<file path="src/hdl/pcs_pkg.sv">
// Shared constants for the pitch-class set canonical form block.
// Holds field widths and configuration register codes; depends on nothing.
package pcs_pkg;

  // Widths of the word fields on the ports.
  localparam int MASK_W  = 12;
  localparam int START_W = 4;

  // Configuration port geometry.
  localparam int APB_ADDR_W = 3;
  localparam int APB_DATA_W = 32;

  // Register index codes, taken from the word address.
  typedef enum logic [0:0] {
    REG_PRIME_MODE = 1'b0,
    REG_UNUSED     = 1'b1
  } pcs_reg_t;

  // Pipeline control carried alongside each word.
  typedef struct packed {
    logic valid;
    logic prime;
    logic empty;
  } pcs_ctl_t;

endpackage

</file>
<file path="src/hdl/pcs_lane.sv">
// One lane: the set and its inversion rotated to start at a fixed class.
// Registers the rotations and the membership of that class; no package use.
module pcs_lane #(
  parameter int N = 12,
  parameter int K = 0
) (
  input  logic         clk,
  input  logic         en,
  input  logic [N-1:0] mask,
  input  logic [N-1:0] imask,
  output logic         member,
  output logic [N-1:0] rot,
  output logic         imember,
  output logic [N-1:0] irot
);

  logic [N-1:0] rot_next;
  logic [N-1:0] irot_next;

  // Rotate both sets so that class K lands on position 0.
  for (genvar j = 0; j < N; j++) begin : g_rot
    localparam int SRC = (K + j) % N;
    assign rot_next[j]  = mask[SRC];
    assign irot_next[j] = imask[SRC];
  end

  // Lane register, loaded whenever the first stage advances.
  always_ff @(posedge clk) begin
    if (en) begin
      member  <= mask[K];
      rot     <= rot_next;
      imember <= imask[K];
      irot    <= irot_next;
    end
  end

endmodule

</file>
<file path="src/hdl/pcs_merge.sv">
// Merging stage: picks the smallest rotation among the member lanes.
// A balanced tree of compares, registered at its root; no package use.
module pcs_merge #(
  parameter int N     = 12,
  parameter int IDX_W = 4
) (
  input  logic             clk,
  input  logic             en,
  input  logic [N-1:0]     member,
  input  logic [N-1:0]     rot [N],
  output logic [N-1:0]     best_form,
  output logic [IDX_W-1:0] best_start
);

  localparam int LEVELS = (N > 1) ? $clog2(N) : 1;
  localparam int LEAVES = 2 ** LEVELS;

  logic [N-1:0]     tree_form;
  logic [IDX_W-1:0] tree_idx;

  // A smaller rotated mask is a smaller interval list read from the span inward.
  // On equal masks the left node, which holds the lower class, is kept.
  always_comb begin
    logic             cv [LEAVES];
    logic [N-1:0]     cf [LEAVES];
    logic [IDX_W-1:0] ci [LEAVES];
    logic             take_b;
    for (int e = 0; e < LEAVES; e++) begin
      if (e < N) begin
        cv[e] = member[e];
        cf[e] = rot[e];
      end else begin
        cv[e] = 1'b0;
        cf[e] = '0;
      end
      ci[e] = IDX_W'(e);
    end
    take_b = 1'b0;
    for (int lv = 0; lv < LEVELS; lv++) begin
      for (int e = 0; e < (LEAVES >> (lv + 1)); e++) begin
        take_b = cv[2*e+1] && (!cv[2*e] || (cf[2*e+1] < cf[2*e]));
        cv[e]  = cv[2*e] || cv[2*e+1];
        cf[e]  = take_b ? cf[2*e+1] : cf[2*e];
        ci[e]  = take_b ? ci[2*e+1] : ci[2*e];
      end
    end
    tree_form = cf[0];
    tree_idx  = ci[0];
  end

  // Root register of the tree.
  always_ff @(posedge clk) begin
    if (en) begin
      best_form  <= tree_form;
      best_start <= tree_idx;
    end
  end

endmodule

</file>
<file path="src/hdl/pitch_class_set_canonical_form.sv">
// Pitch-class set canonical form: normal form, or prime form with inversion.
// Uses pcs_pkg, pcs_lane and pcs_merge.
//
// Takes one word per clock and returns one result word per input word. There
// are three register stages. A result passes from the lane registers through the
// compare tree root registers into the output register, and is held there until it
// is taken. One lane per pitch class
// rotates the set and its inversion in the first stage. A compare tree picks the
// smallest rotation of each in the second. In prime mode the output register
// also chooses between the two forms. Throughput is one word per cycle, limited
// only by stalls from downstream. A stalled result first lets the empty stages
// behind it fill, so up to two more input words are taken. After that the input
// is stalled for as long as the output is. The user must see that configuration
// is written via the APB port only while idle; the block does not enforce it.
module pitch_class_set_canonical_form
  import pcs_pkg::*;
#(
  parameter int PITCH_CLASSES = 12
) (
  input  logic                  clk,
  input  logic                  rst,
  // Input channel
  input  logic                  in_valid,
  output logic                  in_stall,
  input  logic [MASK_W-1:0]     pitch_mask,
  // Output channel
  output logic                  out_valid,
  input  logic                  out_stall,
  output logic [MASK_W-1:0]     form_mask,
  output logic [START_W-1:0]    start_class,
  output logic                  used_inversion,
  output logic                  empty_set,
  // Configuration port
  input  logic                  psel,
  input  logic                  penable,
  input  logic                  pwrite,
  input  logic [APB_ADDR_W-1:0] paddr,
  input  logic [APB_DATA_W-1:0] pwdata,
  output logic [APB_DATA_W-1:0] prdata,
  output logic                  pready
);

  localparam int N     = PITCH_CLASSES;
  localparam int IDX_W = (N > 1) ? $clog2(N) : 1;

  logic     prime_mode;
  pcs_reg_t reg_sel;

  pcs_ctl_t s0;
  pcs_ctl_t s1;
  logic     en0;
  logic     en1;
  logic     en2;

  logic [N+MASK_W-1:0] mask_ext;
  logic [N-1:0]        mask;
  logic [N-1:0]        imask;

  logic [N-1:0] member;
  logic [N-1:0] imember;
  logic [N-1:0] rot  [N];
  logic [N-1:0] irot [N];

  logic [N-1:0]     form_o;
  logic [N-1:0]     form_i;
  logic [IDX_W-1:0] start_o;
  logic [IDX_W-1:0] start_i;

  logic [N-1:0]         diff;
  logic [N-1:0]         low_diff;
  logic                 inv_less;
  logic [N-1:0]         pick_form;
  logic [IDX_W-1:0]     pick_start;
  logic [N+MASK_W-1:0]  form_ext;
  logic [IDX_W+START_W-1:0] start_ext;

  // Configuration register file: a single mode bit at word index zero.
  assign pready  = 1'b1;
  assign reg_sel = pcs_reg_t'(paddr[2]);

  always_ff @(posedge clk) begin
    if (rst) begin
      prime_mode <= 1'b0;
    end else if (psel && penable && pwrite && pready && reg_sel == REG_PRIME_MODE) begin
      prime_mode <= pwdata[0];
    end
  end

  always_comb begin
    unique case (reg_sel)
      REG_PRIME_MODE: prdata = {{(APB_DATA_W-1){1'b0}}, prime_mode};
      default:        prdata = '0;
    endcase
  end

  // Stage enables: a stage advances when it is empty or its successor advances.
  assign en2      = !out_valid || !out_stall;
  assign en1      = !s1.valid || en2;
  assign en0      = !s0.valid || en1;
  assign in_stall = !en0;

  // Classes at or above the modulus are dropped; the inversion maps x to -x.
  assign mask_ext = {{N{1'b0}}, pitch_mask};
  assign mask     = mask_ext[N-1:0];

  for (genvar x = 0; x < N; x++) begin : g_inv
    localparam int DST = (N - x) % N;
    assign imask[DST] = mask[x];
  end

  // Lanes, one per candidate starting class.
  for (genvar k = 0; k < N; k++) begin : g_lane
    pcs_lane #(.N(N), .K(k)) u_lane (
      .clk     (clk),
      .en      (en0),
      .mask    (mask),
      .imask   (imask),
      .member  (member[k]),
      .rot     (rot[k]),
      .imember (imember[k]),
      .irot    (irot[k])
    );
  end

  // Stage 0 control travels beside the lane registers.
  always_ff @(posedge clk) begin
    if (rst) begin
      s0.valid <= 1'b0;
    end else if (en0) begin
      s0.valid <= in_valid;
    end
    if (en0) begin
      s0.prime <= prime_mode;
      s0.empty <= (mask == '0);
    end
  end

  // Merging trees for the set and for its inversion.
  pcs_merge #(.N(N), .IDX_W(IDX_W)) u_merge_orig (
    .clk        (clk),
    .en         (en1),
    .member     (member),
    .rot        (rot),
    .best_form  (form_o),
    .best_start (start_o)
  );

  pcs_merge #(.N(N), .IDX_W(IDX_W)) u_merge_inv (
    .clk        (clk),
    .en         (en1),
    .member     (imember),
    .rot        (irot),
    .best_form  (form_i),
    .best_start (start_i)
  );

  always_ff @(posedge clk) begin
    if (rst) begin
      s1.valid <= 1'b0;
    end else if (en1) begin
      s1.valid <= s0.valid;
    end
    if (en1) begin
      s1.prime <= s0.prime;
      s1.empty <= s0.empty;
    end
  end

  // Ascending lists compare at the lowest differing class: whichever form
  // holds that class is the smaller one.
  assign diff       = form_o ^ form_i;
  assign low_diff   = diff & (-diff);
  assign inv_less   = s1.prime && (|(low_diff & form_i));
  assign pick_form  = inv_less ? form_i : form_o;
  assign pick_start = inv_less ? start_i : start_o;
  assign form_ext   = {{MASK_W{1'b0}}, pick_form};
  assign start_ext  = {{START_W{1'b0}}, pick_start};

  // Output register.
  always_ff @(posedge clk) begin
    if (rst) begin
      out_valid <= 1'b0;
    end else if (en2) begin
      out_valid <= s1.valid;
    end
  end

  always_ff @(posedge clk) begin
    if (en2) begin
      if (s1.empty) begin
        form_mask      <= '0;
        start_class    <= '0;
        used_inversion <= 1'b0;
        empty_set      <= 1'b1;
      end else begin
        form_mask      <= form_ext[MASK_W-1:0];
        start_class    <= start_ext[START_W-1:0];
        used_inversion <= inv_less;
        empty_set      <= 1'b0;
      end
    end
  end

  // An empty set never reports a form, a start or an inversion.
  a_empty_clean: assert property (@(posedge clk) disable iff (rst)
    out_valid && empty_set |-> form_mask == '0 && start_class == '0 && !used_inversion)
    else $error("empty set word carries a non-zero form");

  // A non-empty form is transposed so that class zero is always present.
  a_form_origin: assert property (@(posedge clk) disable iff (rst)
    out_valid && !empty_set |-> form_mask[0])
    else $error("canonical form does not start at class zero");

  // The inversion is only chosen when prime mode was in force for that word.
  a_inv_mode: assert property (@(posedge clk) disable iff (rst)
    en2 && s1.valid && !s1.prime |=> !used_inversion)
    else $error("inversion chosen in normal mode");

endmodule
</file>
<file path="config.mk">
export PLATFORM = sky130hd
export DESIGN_NAME = pitch_class_set_canonical_form
export DESIGN_NICKNAME = d
export VERILOG_FILES = /design/src/hdl/pcs_pkg.sv /design/src/hdl/pcs_lane.sv /design/src/hdl/pcs_merge.sv /design/src/hdl/pitch_class_set_canonical_form.sv
export SDC_FILE = /design/constraint.sdc
export NUM_CORES = 1
export LEC_CHECK = 0
export BUFFER_PORTS_ARGS = -buffer_cell sky130_fd_sc_hd__buf_2
export CAP_MARGIN = 20
export CORE_ASPECT_RATIO = 1.4
export CORE_UTILIZATION = 55
export DETAILED_ROUTE_END_ITERATION = 8
export HOLD_SLACK_MARGIN = 0.15
export PLACE_DENSITY_LB_ADDON = 0.15
export SLEW_MARGIN = 20
export SYNTH_ARGS = -nofsm -noshare
export SYNTH_HDL_FRONTEND = slang
export SYNTH_SLANG_ARGS = --single-unit
</file>
<file path="constraint.sdc">
create_clock -name clk -period 11.55 [get_ports clk]
set_clock_uncertainty 0.1 [all_clocks]
set_input_delay 1.7325 -clock clk [delete_from_list [all_inputs] [get_ports clk]]
set_output_delay 1.7325 -clock clk [all_outputs]
set_load 0.05 [all_outputs]
</file>
==> flow_results.xml, run 1 <==
<?xml version="1.0" encoding="UTF-8"?>
<metrics>
  <group name="floorplanning">
    <metric name="die_area" unit="sq um">19270</metric>
    <metric name="die-width" unit="microns">117.6</metric>
    <metric name="floorplan.io_pins" unit="">107</metric>
    <metric name="fp.coreArea" unit="sq um">18140</metric>
    <metric name="placement_rows" unit="">58</metric>
    <metric name="initial_utilization" unit="">0.5671</metric>
    <metric name="die_h" unit="microns">163.8</metric>
  </group>
  <group name="final_layout">
    <metric name="design.final.nets" unit="">1509</metric>
    <metric name="diodes" unit="">0</metric>
    <metric name="register_area" unit="sq um">2062</metric>
    <metric name="layout-drive-gt1-share" unit="">0.1102</metric>
    <metric name="final.fill_count" unit="">1649</metric>
    <metric name="multiInputGateArea" unit="sq um">7401</metric>
    <metric name="area_growth_syn_to_layout" unit="%">7.722</metric>
  </group>
  <group name="outcome">
    <metric name="run_status" unit="">finished, final reports clean</metric>
  </group>
  <group name="timing">
    <metric name="period_minus_slack" unit="ps">10440</metric>
    <metric name="final_critical_path_setup_slack" unit="ps">1109</metric>
    <metric name="finalSetupViolations" unit="">0</metric>
    <metric name="timing.fmax" unit="MHz">95.78</metric>
    <metric name="setup_tns" unit="ps">0</metric>
    <metric name="max-slew-margin-rel" unit="">0.3540</metric>
    <metric name="slew_violations" unit="">0</metric>
    <metric name="crit_share_post_route" unit="">0.9039</metric>
    <metric name="worst_slew_pin_slew" unit="ps">963.2</metric>
    <metric name="grt_setup_unrepaired" unit="">no</metric>
    <metric name="final-hold-violation-count" unit="">0</metric>
  </group>
  <group name="critical_path">
    <metric name="arrival" unit="ps">10520</metric>
    <metric name="critical_path_required" unit="ps">11630</metric>
    <metric name="worst-setup-path-type" unit="">flop to flop</metric>
    <metric name="worst-path-max-fanout" unit="">20</metric>
    <metric name="critPathCaptureType" unit="">flop</metric>
    <metric name="max_stage_delay" unit="ps">800</metric>
    <metric name="cp_launch_type" unit="">flop</metric>
    <metric name="cp_slowest_cell" unit="">sky130_fd_sc_hd__o31ai_2</metric>
    <metric name="cpMostUsedCell" unit="">sky130_fd_sc_hd__a21oi_1</metric>
  </group>
  <group name="clock_network">
    <metric name="path_clk_slew" unit="ps">60</metric>
    <metric name="cts.hold.buffers_added" unit="">0</metric>
    <metric name="root_buffer" unit="">sky130_fd_sc_hd__clkbuf_16</metric>
    <metric name="ctsHtreeMaxLevel" unit="">3</metric>
    <metric name="clock_tree.buffer_depth" unit="">2</metric>
    <metric name="tritoncts_clock_tree" unit="">done</metric>
    <metric name="worstSkewPairLatency" unit="ps">350</metric>
    <metric name="cts_buffers" unit="">9</metric>
    <metric name="cts_num_sinks" unit="">70</metric>
    <metric name="post_cts.resized_instances" unit="">0</metric>
    <metric name="cts_setup_buffers" unit="">0</metric>
  </group>
  <group name="yosys">
    <metric name="ys_ff_latch" unit="">70</metric>
    <metric name="post_synth_num_cell_types" unit="">70</metric>
    <metric name="synthFlopType" unit="">sky130_fd_sc_hd__edfxtp_1</metric>
    <metric name="postSynthCellCount" unit="">1247</metric>
    <metric name="synth_async_sr_flop_share" unit="">0</metric>
    <metric name="synth.avg_cell_area" unit="sq um">8.251</metric>
    <metric name="post_synth_instance_area" unit="sq um">10290</metric>
    <metric name="synth_sequential_area_ratio" unit="">0.2004</metric>
    <metric name="synth_enable_flop_cells" unit="">66</metric>
    <metric name="yosys_warnings" unit="">0</metric>
  </group>
  <group name="global_route">
    <metric name="initial_antenna_violation_count" unit="">0</metric>
    <metric name="first_global_vias" unit="">8893</metric>
    <metric name="first_pass_grt_wire_length" unit="microns">46430</metric>
    <metric name="global_route.usage.total" unit="">0.3104</metric>
    <metric name="maximum_number_of_pins_on_one_net_before_global_route_repair" unit="">35</metric>
    <metric name="global_route.overflow_total" unit="">0</metric>
  </group>
  <group name="route">
    <metric name="detail_route.iter0.violations" unit="">800</metric>
    <metric name="num_vias" unit="">9335</metric>
    <metric name="drt-total-wl" unit="microns">29600</metric>
    <metric name="drt_pass1_iterations" unit="">5</metric>
    <metric name="detail_route.drc_violations" unit="">0</metric>
    <metric name="antenna_left" unit="">0</metric>
    <metric name="avgViaCountPerCell" unit="">6.105</metric>
    <metric name="routed_wire_length_per_instance" unit="microns">19.36</metric>
  </group>
  <group name="placement">
    <metric name="dp_worst_setup_slack" unit="ps">1303</metric>
    <metric name="routabilityCongestion" unit="">0.9535</metric>
    <metric name="dp.final_hpwl" unit="microns">22460</metric>
    <metric name="port_buffer_count" unit="">41</metric>
  </group>
  <group name="power">
    <metric name="leakage_dissipation" unit="uW">0.005553</metric>
    <metric name="ir_worst_vdd" unit="mV">0.09309</metric>
    <metric name="power-per-cell-area" unit="nW/um^2">165.3</metric>
  </group>
  <group name="flow_run">
    <metric name="max-cap-violations" unit="">0</metric>
  </group>
  <group name="worst_hold_path">
    <metric name="hold_class" unit="">flop to flop</metric>
  </group>
</metrics>
## placed cells by master, fill, tap and decap left out, drive strengths merged, types with 28 or more instances in the layout
cell,netlist,layout
buf,43,92
inv,112,116
ha,171,171
conb,2,32
mux2i,139,139
a21o,28,28
o21ai,73,73
edfxtp,66,66
nor2,126,126
nand2,60,60
a21oi,128,128
## power by group
group / total [uW] / internal [uW] / leakage (uW) / switching (uW)
sequential: 452 / 404 / 0.000749 / 48.5
combinational: 1110 / 419 / 0.00467 / 691
clock: 269 / 150 / 0.000136 / 119
total: 1830 / 973 / 0.00555 / 859
## cell type report
type | instances | area share
Tap cell | 240 | 0.02709
Inverter | 118 | 0.03996
Clock inverter | 7 | 0.005758
Sequential cell | 70 | 0.1860
Clock buffer | 9 | 0.02032
Multi-Input combinational cell | 993 | 0.6678
Timing Repair Buffer | 92 | 0.05306
## cell families (layout without fill, tap and decap cells)
logic type | Yosys count | count (layout) | share of synthesized area
DFF | 70 | 70 | 0.2004
muxes | 162 | 162 | 0.1604
AOI/OAI and AO/OA | 339 | 339 | 0.2078
xor gates and xnor gates | 3 | 3 | 0.002554
other | 2 | 32 | 0.0007299
adders and majority gates | 174 | 174 | 0.2109
buffers and inverters | 214 | 226 | 0.09121
and+or+nand+nor | 283 | 283 | 0.1260
## final timing paths
kind | startpoint | endpoint | slack (ps) | depth (start not counted)
setup / recovery | g_lane[0].u_lane.irot[7] | u_merge_orig.best_form[7] | 1110 | 39
hold / removal | s0[1] | s1[1] | 340 | 0
setup reg to reg | g_lane[0].u_lane.irot[7] | u_merge_orig.best_form[7] | 1110 | 39
hold reg to reg | s0[1] | s1[1] | 340 | 0
## critical path, delay by kind of cell, from the launching register on
family                   cells  cell delay (ps)
buffers and inverters        7             1860
multiplexers                 4             1280
AO/OA/AOI/OAI               16             3590
flip-flops                   1              320
AND/OR/NAND/NOR              8             1560
adder cells (fa/ha/maj)      4             1550
## per-layer routing
layer,global-route usage,vias to the layer above,routed length (microns)
li1,-,4504,-
met1,0.3598,4365,11900
met2,0.5632,388,14640
met3,0.04514,78,1954
met4,0.1439,0,1107
met5,0,-,0
## cells in the mapped netlist (4+ instances only)
cell,count,area share
sky130_fd_sc_hd__o21ai_0,60,0.029
sky130_fd_sc_hd__buf_4,33,0.024
sky130_fd_sc_hd__nand2_1,60,0.022
sky130_fd_sc_hd__a31oi_1,7,0.0043
sky130_fd_sc_hd__o21a_1,18,0.013
sky130_fd_sc_hd__or2_2,4,0.0024
sky130_fd_sc_hd__and3_1,5,0.0030
sky130_fd_sc_hd__o21ai_1,13,0.0063
sky130_fd_sc_hd__o221ai_1,4,0.0034
sky130_fd_sc_hd__a21o_1,28,0.020
sky130_fd_sc_hd__nor3_1,17,0.0083
sky130_fd_sc_hd__mux2i_1,139,0.14
sky130_fd_sc_hd__a211oi_1,8,0.0058
sky130_fd_sc_hd__edfxtp_1,66,0.19
sky130_fd_sc_hd__o22ai_1,10,0.0061
sky130_fd_sc_hd__ha_1,171,0.21
sky130_fd_sc_hd__nor4_1,6,0.0036
sky130_fd_sc_hd__nand3_1,6,0.0029
sky130_fd_sc_hd__clkbuf_1,53,0.019
sky130_fd_sc_hd__o31ai_1,5,0.0036
sky130_fd_sc_hd__nor2b_1,17,0.010
sky130_fd_sc_hd__o21bai_1,13,0.0095
sky130_fd_sc_hd__a41oi_1,5,0.0043
sky130_fd_sc_hd__o211ai_1,7,0.0051
sky130_fd_sc_hd__nor2_1,126,0.046
sky130_fd_sc_hd__dfxtp_1,4,0.0078
sky130_fd_sc_hd__clkinv_1,6,0.0022
sky130_fd_sc_hd__a211o_1,4,0.0034
sky130_fd_sc_hd__nand4_1,21,0.013
sky130_fd_sc_hd__nand2b_1,7,0.0043
sky130_fd_sc_hd__a21boi_0,6,0.0044
sky130_fd_sc_hd__buf_1,6,0.0022
sky130_fd_sc_hd__a21oi_1,128,0.062
sky130_fd_sc_hd__mux2_2,22,0.024
sky130_fd_sc_hd__inv_1,111,0.040
## state kept, by name (all words and copies together) (netlist names), 3 cells and up
register and cells:
s0 3, u_merge_orig.best_start 4, g_lane.u_lane.irot 11, u_merge_orig.best_form 12
u_merge_inv.best_start 4, form_mask 12, start_class 4, u_merge_inv.best_form 12
s1 3
## through the flow
stage          total power [uW]  cell area [sq um]  instances  hold slack (ps)    util
2_1_floorplan              1292              10400       1277            300.3       -
3_3_place_gp               1531              10790       1513            312.0  0.5950
3_5_place_dp               1554              10790       1513            322.0  0.5950
4_1_cts                    1827              11080       1529            336.9  0.6109
5_1_grt                    1961              11080       1529            346.9  0.6109
6_report                   1832              11080       1529            337.9  0.6109
(Power assumes the default switching activity.)
==> run 2, diff against run 1 <==
--- a/config.mk
+++ b/config.mk
@@ -5,6 +5,7 @@
 export SDC_FILE = /design/constraint.sdc
 export NUM_CORES = 1
 export LEC_CHECK = 0
+export ABC_AREA = 1
 export BUFFER_PORTS_ARGS = -buffer_cell sky130_fd_sc_hd__buf_2
 export CAP_MARGIN = 20
 export CORE_ASPECT_RATIO = 1.4
==> flow_results.xml, run 2 <==
<?xml version="1.0" encoding="UTF-8"?>
<metrics>
  <group name="placement">
    <metric name="port_buffer_count" unit="">41</metric>
    <metric name="dp.final_hpwl" unit="microns">20740</metric>
    <metric name="routabilityCongestion" unit="">0.9200</metric>
    <metric name="dp_worst_setup_slack" unit="ps">1933</metric>
  </group>
  <group name="worst_hold_path">
    <metric name="hold_class" unit="">flop to flop</metric>
  </group>
  <group name="floorplanning">
    <metric name="fp.coreArea" unit="sq um">17470</metric>
    <metric name="floorplan.io_pins" unit="">107</metric>
    <metric name="placement_rows" unit="">57</metric>
    <metric name="die_h" unit="microns">160.9</metric>
    <metric name="initial_utilization" unit="">0.5676</metric>
    <metric name="die-width" unit="microns">115.5</metric>
    <metric name="die_area" unit="sq um">18580</metric>
  </group>
  <group name="clock_network">
    <metric name="worstSkewPairLatency" unit="ps">350</metric>
    <metric name="root_buffer" unit="">sky130_fd_sc_hd__clkbuf_16</metric>
    <metric name="path_clk_slew" unit="ps">70</metric>
    <metric name="cts_buffers" unit="">9</metric>
    <metric name="ctsHtreeMaxLevel" unit="">3</metric>
    <metric name="cts.hold.buffers_added" unit="">0</metric>
    <metric name="tritoncts_clock_tree" unit="">done</metric>
    <metric name="cts_num_sinks" unit="">70</metric>
    <metric name="clock_tree.buffer_depth" unit="">2</metric>
    <metric name="post_cts.resized_instances" unit="">0</metric>
    <metric name="cts_setup_buffers" unit="">0</metric>
  </group>
  <group name="yosys">
    <metric name="synth_sequential_area_ratio" unit="">0.2079</metric>
    <metric name="synth_async_sr_flop_share" unit="">0</metric>
    <metric name="post_synth_instance_area" unit="sq um">9917</metric>
    <metric name="yosysMostFrequentCell" unit="">sky130_fd_sc_hd__nand2_1</metric>
    <metric name="synth.avg_cell_area" unit="sq um">6.550</metric>
    <metric name="synth_top_area_cell" unit="">sky130_fd_sc_hd__ha_1</metric>
    <metric name="ys_ff_latch" unit="">70</metric>
    <metric name="post_synth_num_cell_types" unit="">40</metric>
    <metric name="synth_top_cells_by_count" unit="">478 x sky130_fd_sc_hd__nand2_1, 242 x sky130_fd_sc_hd__o21ai_0, 171 x sky130_fd_sc_hd__ha_1</metric>
    <metric name="yosys_warnings" unit="">0</metric>
    <metric name="synthFlopType" unit="">sky130_fd_sc_hd__edfxtp_1</metric>
    <metric name="synth_largest_type_area_fraction" unit="">0.2157</metric>
    <metric name="postSynthCellCount" unit="">1514</metric>
    <metric name="synth_top_cells_by_area" unit="">sky130_fd_sc_hd__ha_1 22%, sky130_fd_sc_hd__edfxtp_1 20%, sky130_fd_sc_hd__nand2_1 18%</metric>
    <metric name="synth_enable_flop_cells" unit="">66</metric>
  </group>
  <group name="route">
    <metric name="antenna_left" unit="">0</metric>
    <metric name="detail_route.iter0.violations" unit="">775</metric>
    <metric name="avgViaCountPerCell" unit="">5.552</metric>
    <metric name="detail_route.drc_violations" unit="">0</metric>
    <metric name="drt_pass1_iterations" unit="">5</metric>
    <metric name="drt-total-wl" unit="microns">27660</metric>
    <metric name="num_vias" unit="">9710</metric>
    <metric name="routed_wire_length_per_instance" unit="microns">15.81</metric>
  </group>
  <group name="timing">
    <metric name="grt_setup_unrepaired" unit="">no</metric>
    <metric name="finalSetupViolations" unit="">0</metric>
    <metric name="timing.fmax" unit="MHz">104.1</metric>
    <metric name="worst_slew_pin_slew" unit="ps">937.3</metric>
    <metric name="crit_share_post_route" unit="">0.8321</metric>
    <metric name="setup_tns" unit="ps">0</metric>
    <metric name="max-slew-margin-rel" unit="">0.3744</metric>
    <metric name="final_critical_path_setup_slack" unit="ps">1940</metric>
    <metric name="final-hold-violation-count" unit="">0</metric>
    <metric name="period_minus_slack" unit="ps">9610</metric>
    <metric name="slew_violations" unit="">0</metric>
  </group>
  <group name="final_layout">
    <metric name="final.fill_count" unit="">1659</metric>
    <metric name="diodes" unit="">0</metric>
    <metric name="design.final.nets" unit="">1733</metric>
    <metric name="register_area" unit="sq um">2062</metric>
    <metric name="layout-drive-gt1-share" unit="">0.06279</metric>
    <metric name="mostFrequentLayoutCells" unit="">478 x sky130_fd_sc_hd__nand2_1, 242 x sky130_fd_sc_hd__o21ai_0, 171 x sky130_fd_sc_hd__ha_1</metric>
    <metric name="area_growth_syn_to_layout" unit="%">4.896</metric>
    <metric name="layout.cells.most_common" unit="">sky130_fd_sc_hd__nand2_1</metric>
    <metric name="multiInputGateArea" unit="sq um">6852</metric>
    <metric name="top_regs" unit="">form_mask x12, u_merge_inv.best_form x12, u_merge_orig.best_form x12</metric>
  </group>
  <group name="power">
    <metric name="power_switching_share" unit="">0.5028</metric>
    <metric name="seq_power_share" unit="">0.258</metric>
    <metric name="power.net_switching" unit="uW">882.3</metric>
    <metric name="ir_worst_vdd" unit="mV">0.06879</metric>
    <metric name="p_comb_frac" unit="">0.590</metric>
    <metric name="intPower" unit="uW">872.4</metric>
    <metric name="leakage_dissipation" unit="uW">0.005306</metric>
    <metric name="power-per-cell-area" unit="nW/um^2">168.7</metric>
    <metric name="clkPwrFrac" unit="">0.152</metric>
  </group>
  <group name="critical_path">
    <metric name="max_stage_delay" unit="ps">860</metric>
    <metric name="worst-setup-path-type" unit="">flop to flop</metric>
    <metric name="critPathCaptureType" unit="">flop</metric>
    <metric name="cpMostUsedCell" unit="">sky130_fd_sc_hd__nand2_1</metric>
    <metric name="cp_launch_type" unit="">flop</metric>
    <metric name="cp_slowest_cell" unit="">sky130_fd_sc_hd__edfxtp_1</metric>
    <metric name="worst-path-max-fanout" unit="">23</metric>
    <metric name="arrival" unit="ps">9600</metric>
    <metric name="critical_path_required" unit="ps">11540</metric>
  </group>
  <group name="flow_run">
    <metric name="max-cap-violations" unit="">0</metric>
  </group>
  <group name="global_route">
    <metric name="first_global_vias" unit="">8996</metric>
    <metric name="maximum_number_of_pins_on_one_net_before_global_route_repair" unit="">37</metric>
    <metric name="first_pass_grt_wire_length" unit="microns">44550</metric>
    <metric name="initial_antenna_violation_count" unit="">0</metric>
    <metric name="global_route.usage.total" unit="">0.3113</metric>
    <metric name="global_route.overflow_total" unit="">0</metric>
  </group>
  <group name="outcome">
    <metric name="run_status" unit="">finished, final reports clean</metric>
  </group>
</metrics>
## run 2: cell types whose count changed in the layout (fill, tap and decap cells not counted), sizes merged, moves of 23 or more
| cell | previous run | this run |
|---|---|---|
| a21o | 28 | 2 |
| nand2 | 60 | 491 |
| o21ai | 73 | 242 |
| nand3 | 6 | 46 |
| mux2i | 139 | 0 |
| nor2 | 126 | 82 |
| buf | 92 | 59 |
| a21oi | 128 | 79 |
| mux2 | 23 | 0 |
| inv | 116 | 154 |
## run 2: cell type report
class                   count  share of cell area
inverters                 151             0.05449
well taps                 236             0.02839
repair buffers             59             0.03272
flip-flops and latches     70              0.1982
clock buffers               9             0.02165
multi-input cells        1217              0.6586
clock inverters             7            0.005894
## run 2: worst max-delay path: cells and delay by family, from the launching register on
kind | cells | cell delay [ps]
AND/OR/NAND/NOR | 26 | 3270
AO/OA/AOI/OAI | 8 | 1860
buffers and inverters | 7 | 1840
adder cells (fa/ha/maj) | 4 | 1360
flip-flops | 1 | 860
## run 2: metrics by stage
step | area, sq um | util | hold WS (ps) | cells | total power [uW]
after floorplan | 10030 | - | 300.3 | 1544 | 1263
final | 10400 | 0.5953 | 331.3 | 1749 | 1755
after detailed placement | 10110 | 0.5788 | 321.2 | 1733 | 1478
after CTS | 10400 | 0.5952 | 335.7 | 1749 | 1749
after global routing | 10400 | 0.5953 | 335.7 | 1749 | 1919
after global placement | 10110 | 0.5788 | 307.8 | 1733 | 1455
## run 2: path summary, 6_finish.rpt
kind	from	to	slack [ps]	depth (start not counted)
max	g_lane[0].u_lane.irot[9]	u_merge_orig.best_form[0]	1940	45
min	s0[1]	s1[1]	330	0
max reg2reg	g_lane[0].u_lane.irot[9]	u_merge_orig.best_form[0]	1940	45
min reg2reg	s0[1]	s1[1]	330	0
## run 2: logic make-up after synthesis
kind of cell | synth area share
buffers and inverters | 0.1128
flip-flops | 0.2079
other | 0.0007573
adder cells (fa/ha/maj) | 0.2157
AND/OR/NAND/NOR | 0.2644
XOR/XNOR | 0.001767
AO/OA/AOI/OAI | 0.1966
## run 2: power by group through the flow
stage	Sequential, uW	Clock (uW)	Combinational (uW)
final	452	268	1030
after global routing	461	280	1180
after CTS	451	272	1030
after detailed placement	457	0	1020
after global placement	455	0	1000
after floorplan	546	0	717
## run 2: layer usage
layer  global-route usage  vias to the layer above  routed length (microns)
li1                     -                     4960                        -
met1               0.3685                     4247                    10890
met2               0.5261                      408                    12980
met3              0.06075                       95                     2342
met5                    0                        -                        0
met4               0.1606                        0                     1440
